**config.mk**
```make
export PLATFORM = sky130hd
export DESIGN_NAME = lz4d_parser
export DESIGN_NICKNAME = d
export VERILOG_FILES = /design/src/rtl/lz4d_pkg.sv /design/src/rtl/lz4d_parser.sv
export SDC_FILE = /design/constraint.sdc
export NUM_CORES = 1
export LEC_CHECK = 0
export ABC_CLOCK_PERIOD_IN_PS = 6300
export BUFFER_PORTS_ARGS = -buffer_cell sky130_fd_sc_hd__buf_2
export CAP_MARGIN = 25
export CELL_PAD_IN_SITES_DETAIL_PLACEMENT = 0
export CELL_PAD_IN_SITES_GLOBAL_PLACEMENT = 1
export CORE_UTILIZATION = 47
export CTS_CLUSTER_SIZE = 40
export DETAILED_ROUTE_END_ITERATION = 8
export GPL_ROUTABILITY_DRIVEN = 0
export PLACE_DENSITY = 0.78
export SYNTH_ARGS = -nofsm -noshare
export SYNTH_HDL_FRONTEND = slang
export SYNTH_SLANG_ARGS = --single-unit
```
**constraint.sdc**
```tcl
create_clock -name clk -period 6.3 [get_ports clk]
set_input_delay 1.26 -clock clk [delete_from_list [all_inputs] [get_ports clk]]
set_output_delay 1.26 -clock clk [all_outputs]
set_load 0.05 [all_outputs]
```
**src/rtl/lz4d_pkg.sv**
```systemverilog
`timescale 1ns / 1ps
// shared constants, codes and transaction types of the lz4 block decoder
package lz4d_pkg;

	localparam int HISTORY_DEPTH = 65536;
	localparam int LENGTH_WIDTH  = 32;
	localparam int MIN_MATCH_LEN = 4;

	localparam int HIST_AW   = $clog2(HISTORY_DEPTH);
	localparam int OFFSET_W  = 16;
	localparam int NIBBLE_W  = 4;

	localparam logic [NIBBLE_W-1:0] NIBBLE_EXT = 4'hf;
	localparam logic [7:0]          BYTE_EXT   = 8'hff;

	typedef enum logic [2:0] {
		ERR_NONE     = 3'd0,
		ERR_OFFSET   = 3'd1,
		ERR_BUSY     = 3'd2,
		ERR_OVERFLOW = 3'd3,
		ERR_TRUNC    = 3'd4
	} err_t;

	// per-transaction request from the parser to the history stage
	typedef struct packed {
		logic               wr;
		logic               from_mem;
		logic [HIST_AW-1:0] rd_addr;
		logic [HIST_AW-1:0] wr_addr;
		logic [7:0]         lit;
		logic               copy_pending;
		logic               done;
		err_t               err;
	} step_t;

	// one decoded result
	typedef struct packed {
		logic       out_valid;
		logic [7:0] out_byte;
		logic       copy_pending;
		logic       block_done;
		err_t       error;
	} res_t;

endpackage

```
**src/rtl/lz4d_parser.sv**
```systemverilog
`timescale 1ns / 1ps
// sequence parser: token, lengths, offset, copy counters and history pointers
module lz4d_parser import lz4d_pkg::*; (
	input  logic       clk,
	input  logic       arst_n,
	input  logic       accept,
	input  logic       kind,
	input  logic [7:0] data_byte,
	input  logic       last_byte,
	output step_t      step
);

	typedef enum logic [2:0] {
		PH_TOKEN,
		PH_LITEXT,
		PH_LIT,
		PH_OFFLO,
		PH_OFFHI,
		PH_MATCHEXT,
		PH_COPY,
		PH_COPYLAST
	} phase_t;

	localparam int SW = OFFSET_W + 1;

	phase_t                  phase_q, phase_d;
	logic [LENGTH_WIDTH-1:0] lit_rem_q, lit_rem_d;
	logic [LENGTH_WIDTH-1:0] match_rem_q, match_rem_d;
	logic [NIBBLE_W-1:0]     nibble_q, nibble_d;
	logic [OFFSET_W-1:0]     offset_q, offset_d;
	logic [HIST_AW-1:0]      wp_q, wp_d;
	logic [HIST_AW:0]        produced_q, produced_d;

	logic                    copying;
	logic                    put;
	logic                    drop;
	logic [SW-1:0]           wp_ext, off_ext, src_ext;
	logic [OFFSET_W-1:0]     new_off;
	logic [LENGTH_WIDTH:0]   sum;
	logic [LENGTH_WIDTH-1:0] lit_dec;
	logic [NIBBLE_W-1:0]     lit_nib;

	assign copying = (phase_q == PH_COPY) || (phase_q == PH_COPYLAST);

	// source of the next match byte, wrapping around the ring
	assign wp_ext  = SW'(wp_q);
	assign off_ext = SW'(offset_q);
	always_comb begin
		if (off_ext > wp_ext)
			src_ext = wp_ext + SW'(HISTORY_DEPTH) - off_ext;
		else
			src_ext = wp_ext - off_ext;
	end

	always_comb begin
		phase_d     = phase_q;
		lit_rem_d   = lit_rem_q;
		match_rem_d = match_rem_q;
		nibble_d    = nibble_q;
		offset_d    = offset_q;
		wp_d        = wp_q;
		produced_d  = produced_q;
		put         = 1'b0;
		drop        = 1'b0;
		step        = '0;
		step.err    = ERR_NONE;
		new_off     = {data_byte, offset_q[7:0]};
		sum         = '0;
		lit_dec     = (lit_rem_q != '0) ? lit_rem_q - 1'b1 : lit_rem_q;
		lit_nib     = data_byte[7:4];

		if (kind) begin
			if (copying && (match_rem_q != '0)) begin
				put           = 1'b1;
				step.from_mem = 1'b1;
				match_rem_d   = match_rem_q - 1'b1;
				if (match_rem_d == '0) begin
					step.done = (phase_q == PH_COPYLAST);
					drop      = 1'b1;
				end
			end
		end else begin
			case (phase_q)
				PH_TOKEN: begin
					nibble_d  = data_byte[3:0];
					lit_rem_d = LENGTH_WIDTH'(lit_nib);
					if (lit_nib == NIBBLE_EXT)
						phase_d = PH_LITEXT;
					else if (lit_nib != '0)
						phase_d = PH_LIT;
					else
						phase_d = PH_OFFLO;
					if (last_byte) begin
						if (lit_nib == '0)
							step.done = 1'b1;
						else
							step.err = ERR_TRUNC;
						drop = 1'b1;
					end
				end
				PH_LITEXT: begin
					sum = {1'b0, lit_rem_q} + (LENGTH_WIDTH + 1)'(data_byte);
					if (sum[LENGTH_WIDTH]) begin
						step.err = ERR_OVERFLOW;
						drop     = 1'b1;
					end else begin
						lit_rem_d = sum[LENGTH_WIDTH-1:0];
						if (data_byte != BYTE_EXT)
							phase_d = PH_LIT;
						if (last_byte) begin
							step.err = ERR_TRUNC;
							drop     = 1'b1;
						end
					end
				end
				PH_LIT: begin
					put       = 1'b1;
					lit_rem_d = lit_dec;
					if (lit_dec == '0)
						phase_d = PH_OFFLO;
					if (last_byte) begin
						if (lit_dec == '0)
							step.done = 1'b1;
						else
							step.err = ERR_TRUNC;
						drop = 1'b1;
					end
				end
				PH_OFFLO: begin
					offset_d = OFFSET_W'(data_byte);
					phase_d  = PH_OFFHI;
					if (last_byte) begin
						step.err = ERR_TRUNC;
						drop     = 1'b1;
					end
				end
				PH_OFFHI: begin
					if ((new_off == '0) || (SW'(new_off) > SW'(produced_q))) begin
						step.err = ERR_OFFSET;
						drop     = 1'b1;
					end else begin
						offset_d = new_off;
						if (nibble_q == NIBBLE_EXT) begin
							match_rem_d = LENGTH_WIDTH'(NIBBLE_EXT);
							phase_d     = PH_MATCHEXT;
							if (last_byte) begin
								step.err = ERR_TRUNC;
								drop     = 1'b1;
							end
						end else begin
							match_rem_d = LENGTH_WIDTH'(nibble_q) + LENGTH_WIDTH'(MIN_MATCH_LEN);
							phase_d     = last_byte ? PH_COPYLAST : PH_COPY;
						end
					end
				end
				PH_MATCHEXT: begin
					sum = {1'b0, match_rem_q} + (LENGTH_WIDTH + 1)'(data_byte);
					if (data_byte != BYTE_EXT)
						sum = sum + (LENGTH_WIDTH + 1)'(MIN_MATCH_LEN);
					if (sum[LENGTH_WIDTH]) begin
						step.err = ERR_OVERFLOW;
						drop     = 1'b1;
					end else begin
						match_rem_d = sum[LENGTH_WIDTH-1:0];
						if (data_byte != BYTE_EXT)
							phase_d = last_byte ? PH_COPYLAST : PH_COPY;
						else if (last_byte) begin
							step.err = ERR_TRUNC;
							drop     = 1'b1;
						end
					end
				end
				default: begin
					// byte while a copy is running: dropped, state kept
					step.err = ERR_BUSY;
				end
			endcase
		end

		if (drop) begin
			phase_d     = PH_TOKEN;
			lit_rem_d   = '0;
			match_rem_d = '0;
			nibble_d    = '0;
			offset_d    = '0;
		end

		if (put) begin
			wp_d = (wp_q == HIST_AW'(HISTORY_DEPTH - 1)) ? '0 : wp_q + 1'b1;
			if (produced_q != (HIST_AW + 1)'(HISTORY_DEPTH))
				produced_d = produced_q + 1'b1;
		end

		step.wr           = put;
		step.wr_addr      = wp_q;
		step.rd_addr      = src_ext[HIST_AW-1:0];
		step.lit          = data_byte;
		step.copy_pending = (phase_d == PH_COPY) || (phase_d == PH_COPYLAST);
	end

	always_ff @(posedge clk or negedge arst_n) begin
		if (!arst_n) begin
			phase_q     <= PH_TOKEN;
			lit_rem_q   <= '0;
			match_rem_q <= '0;
			nibble_q    <= '0;
			offset_q    <= '0;
			wp_q        <= '0;
			produced_q  <= '0;
		end else if (accept) begin
			phase_q     <= phase_d;
			lit_rem_q   <= lit_rem_d;
			match_rem_q <= match_rem_d;
			nibble_q    <= nibble_d;
			offset_q    <= offset_d;
			wp_q        <= wp_d;
			produced_q  <= produced_d;
		end
	end

endmodule

```
# Yosys cells after proc, flatten, opt, wreduce, memory -nomap -nowiden
# Index checks and enable logic that the tools add are counted.
totals:
  output_inout_bits: 47
  ff_bits: 120
  wordCells: 136
  inputBits: 13
classes:
  n_mux: 69
  reduce_logical: 25
  addsub: 11
  order_cmp: 2
  eq_ne: 21
ops:
  columns: ["op", "count"]
  rows:
  - ["$mux W32", 9]
  - ["$mux W33", 3]
  - ["$pmux W32 S3", 1]
  - ["$mux W16", 5]
  - ["$add A32 B8 Y33", 2]
  - ["$logic_not A32 Y1", 2]
  - ["$pmux W32 S2", 1]
  - ["$reduce_bool A32 Y1", 2]
  - ["$sub A32 B1 Y32 const B", 2]
  - ["$mux W3", 17]
  - ["$pmux W3 S6", 2]
  - ["$add A33 B3 Y33 const B", 1]
  - ["$add A16 B1 Y16 const B", 2]
  - ["$pmux W16 S2", 1]
  - ["$sub A16 B16 Y16", 2]
  - ["$mux W1", 20]
  - ["$mux W4", 5]
  - ["$eq A3 B3 Y1 const B", 6]
  - ["$add A17 B1 Y17 const B", 1]
  - ["$gt A16 B17 Y1", 1]
  - ["$ne A17 B17 Y1 const B", 1]
  - ["$eq A16 B16 Y1 const B", 1]
  - ["$gt A16 B16 Y1", 1]
  - ["$logic_not A16 Y1", 1]
  - ["26 further kinds", 39]

# Depth between registers and ports, before layout
depth:
  depth_word: 11
  depth_mapped: 16
  depth_no_buf: 14

# Least setup slack after synthesis
# No wires, ideal clock.
synth_timing:
  kind: "input -> output"
  startpoint: "input data_byte[0]"
  endpoint: "output step[0] in the netlist's numbering"
  path_buffers: 0
  cell_stages: 13
  t_required_ps: 5040
  path_slack_ps: 6
  t_arrival_ps: 5034
  path_cell_list: "ha_1 > inv_1 > fa_1 > nor2b_4 > o31a_4 > o211ai_2 > a2111oi_0 > o21a_1 > o2111ai_2 > or4b_4 > o21bai_1 > a21oi_1 > nor3_1"
synth_rtl:
  columns: ["item", "line", "rtl"]
  rows:
  - ["start, declared", "lz4d_parser.sv:8", "input logic [7:0] data_byte,"]
  - ["end, declared", "lz4d_parser.sv:10", "output step_t step"]

==> out/metrics.sh <==
WORSTREG2REGEND='match_rem_q[31]'
VIAS=12140
POST_CTS_HOLD_BUFFERS=0
ANTENNA_FOUND_INITIAL=1
SYNTH.TOP_CELL.AREA_SHARE_PCT=25.76
FINALHOLDVIOLATIONS=0
NUM_CLOCK_SINKS=120
TIMING.FINAL.MAX_SLEW_VIOLATIONS=0
TIMING_WORST_SETUP_PATH_TYPE='in -> out'
WORST_HOLD_PATH.ENDPOINT='produced_q[6]'
TIMING.FINAL.WS_SETUP_NS=0.1156
MAX-VDD-IR-DROP_uV=494.0
YOSYS.AREA.TOP_TYPE='dfrtp_1'
GRT_START_MAX_NET_PINS=65
GLOBAL_ROUTE_WIRE_LENGTH_BEFORE_REPAIR_UM=64520
POWER_DENSITY_mW_PER_MM2=537.4
CLOCKBUFFERDEPTH=2
MAX_SLEW.WORST_PIN.SLEW_NS=0.9554
YOSYS_MOST_USED_DFF='dfrtp_1'
SYNTH_ENABLE_FLOP_CELLS=0
HTREE_LEVELS=4
MAXCAPVIOLCOUNT=0
HOLDCRITPATHCLASS='reg -> reg'
YS_TOP_CELLS_BY_AREA='dfrtp_1, ha_1, xnor2_1'
FINISH.NET_COUNT=1635
POSTCTSSETUPBUFFERS=0
AREA_GROWTH_PCT=11.93
FLOORPLAN.DIE_AREA_MM2=0.02543
REG2REG_SETUP_SLACK_NS=1.60
FINAL_CELL_AREA_MM2=0.01305
POST-LAYOUT-TOTAL-POWER_uW=7010
ACHIEVABLE-FREQUENCY_GHz=0.1617
DETAILEDROUTE.FIRSTITERATIONVIOLATIONS=1084
CRIT_BUF_INV=3
TRITONCTS='done'
CRIT_PATH_FREQUENT_CELL='buf_2'
FINAL.MIN_CLOCK_PERIOD_NS=6.184
POST_CTS_RESIZED=0
CTS_BUFFERS=17
SYNTH-SEQ-CELLS=120
WL_PER_CELL_UM=20.89
INITIAL_STANDARD_CELL_UTILIZATION_OF_THE_CORE_PCT=47.92
SLEW_HEADROOM_PCT=36.15
PLACED_AREA_MM2=0.01239
POST_SYNTH_NUM_CELL_TYPES=93
WORST_SETUP_HOLD_PATH_CLK_SLEW_NS=0.07
TOP_LIBRARY_CELLS_BY_USAGE_IN_THE_LAYOUT_FILL_AND_TAPS_ASIDE='nand2_1, dfrtp_1, nor2_1, o21ai_0, inv_1'
CP_TOP_FAMILY='compound AO/OA/AOI/OAI gates'
SEQ_AREA_FRAC_SYNTH_PCT=25.76
REPORT.FINAL.SETUP_VIOL=0
SYNTH.MUX.AREA_FRACTION_PCT=0.5368
POSTSYNTHCELLCOUNT=1522
SETUP.WORST_PATH.START_CLASS='input port'
AREA_SHARE_OF_FA_HA_MAJ_CELLS_AFTER_SYNTHESIS_PCT=6.420
CORE_MM2=0.02432
TIMING.CRITICAL_PATH.FANOUT_MAX=10
LAYOUT.CORE_UTILIZATION_PCT=53.64
DP_HPWL_UM=29240
SYNTH_XOR_XNOR_AREA_SHARE_PCT=8.105
OUTCOME='finished, final reports clean'
POST_SYNTH.CELL_AREA_AVG_UM2=7.658
FIRST_GLOBAL_VIAS=11610
DRIVE_GT1_SHARE_PCT=12.56
SYNTH_TOP_FAMILY_BY_AREA='compound AO/OA/AOI/OAI gates'
REMAINING_OVERFLOW_GRT=0
SYNTHSIMPLEGATEAREAFRAC_PCT=25.98
OVERALL_GLOBAL_ROUTING_RESOURCE_USAGE_PCT=31.85
TIMING.CRITICAL_PATH.TO_TYPE='output port'
MIN_DELAY_PATH_DEPTH=1
GRT_SETUP_UNREPAIRED='yes'
WORSTPATHCELLLIST='buf_2 -> ha_1 -> o21ai_1 -> o21a_1 -> o31ai_4 -> buf_4 -> a41oi_1 -> a311oi_1 -> a31o_2 -> or3b_2 -> nor4_4 -> o31a_1 -> o21ai_0 -> and3_1 -> buf_2'
LAYOUT_COMMONEST_CELL='nand2_1'
ROUTED_WIRELENGTH_UM=39720
PRECTSSETUPSLACK_NS=0.03080
SYNTHESIZED_AREA_FRACTION_OCCUPIED_BY_AO_OA_AOI_AND_OAI_CELLS_PCT=26.69
ANT_NETS_AFTER_ROUTE=0
DRT_PRE_ANTENNA_ITERS=5
PORTBUFFERS=59
CPPEAKSTAGEDELAY_NS=0.50
CTS_ROOT_BUFFER='clkbuf_16'
TOTALNEGATIVESETUPSLACK_NS=0
PIN_COUNT=60
FLOORPLAN.DIE.HEIGHT_UM=159.5
YOSYS_WARNINGS=0
WORST-R2R-CELL-COUNT=16
LEAKAGE_POWER_uW=0.005339
TIMING.FINAL.CRIT_SHARE_PCT=98.17
CP.REQUIRED_NS=5.04
ROUTE.DETAILED.VIAS_PER_INST=6.387
CRITICAL-PATH-SLOWEST-CELL='o31ai_4'
FINCLKSKEW_NS=0.01420
NUM_ANTENNA_CELLS=0
STD_CELL_ROWS=57
WORST-ENDPOINT-ARRIVAL_NS=4.92
REG2REG_FROM='match_rem_q[0]'
FLOORPLAN.DIE.WIDTH_UM=159.5
SYNTH_FP_NETS=1593
HOLD_START='produced_q[6]'
CLK-INSERTION-DELAY-LATE_NS=0.44
NUM-FILL-CELLS=2369
POST-ROUTE-DRC-COUNT=0
POSTSYNTH.ASYNCRESETSHARE_PCT=100.0
SYNTH_AREA_MM2=0.01165
## flip-flops by register name (all words and copies together), names as in the netlist
| signal | count |
|---|---|
| lit_rem_q | 32 |
| match_rem_q | 32 |
| produced_q | 17 |
| offset_q | 16 |
| wp_q | 16 |
| nibble_q | 4 |
| phase_q | 3 |
## cell usage after synthesis, types with 22 or more instances
| master | number |
|---|---|
| and3_1 | 22 |
| o21ai_0 | 112 |
| xnor2_1 | 76 |
| nand3_1 | 61 |
| ha_1 | 55 |
| nor2_1 | 118 |
| nand4_1 | 45 |
| a31oi_1 | 32 |
| xor2_1 | 30 |
| nor4_1 | 33 |
| inv_1 | 82 |
| nand2_1 | 144 |
| clkbuf_1 | 68 |
| dfrtp_1 | 120 |
| nor3_1 | 67 |
| a21oi_1 | 78 |
## stage by stage
stage	hold WS [ns]	instances
floorplan	0.4658	1522
global placement	0.4759	1868
detailed placement	0.4869	1868
CTS	0.4999	1900
global route	0.5140	1901
finish	0.4942	1901
## cells by family after synthesis
| logic type | after synthesis |
|---|---|
| fa+ha+maj | 58 |
| xor+xnor | 107 |
| buf+inv | 181 |
| simple gates | 595 |
| compound gates | 455 |
| flops | 120 |
| mux | 6 |
## where the power goes
part | internal (uW) | switching (uW)
logic | 1610 | 3040
clock network | 641 | 445
registers | 929 | 344
## metal layers
layer | wire length (um) | part of all wire [%] | vias up | track usage (%)
li1 | - | - | 5756 | -
met2 | 18220 | 46 | 484 | 51.13
met3 | 2574 | 6.5 | 103 | 5.158
met1 | 17600 | 44 | 5797 | 42.97
met5 | 16 | 0.040 | - | 0
met4 | 1308 | 3.3 | 2 | 11.93
## how the worst max path moves through the flow
stage	from	endpoint	slack [ns]	cells after the start
2_1_floorplan	data_byte[0]	step[0]	0.006	13
3_3_place_gp	data_byte[0]	step[4]	0.11	16
3_5_place_dp	data_byte[0]	step[4]	0.03	16
4_1_cts	data_byte[0]	step[4]	0.03	16
5_1_grt	data_byte[0]	step[4]	-0.09	16
6_report	data_byte[3]	step[4]	0.12	15
## final cells by class
type	instances	area [um2]	share of cell area, %
Clock buffer	17	425.4	3.261
Clock inverter	15	203.9	1.563
Inverter	82	307.8	2.359
Multi-Input combinational cell	1221	7925	60.75
Sequential cell	120	3003	23.02
Tap cell	324	405.4	3.108
Timing Repair Buffer	122	774.5	5.937
Note: power is estimated with default switching activity, not from simulation.
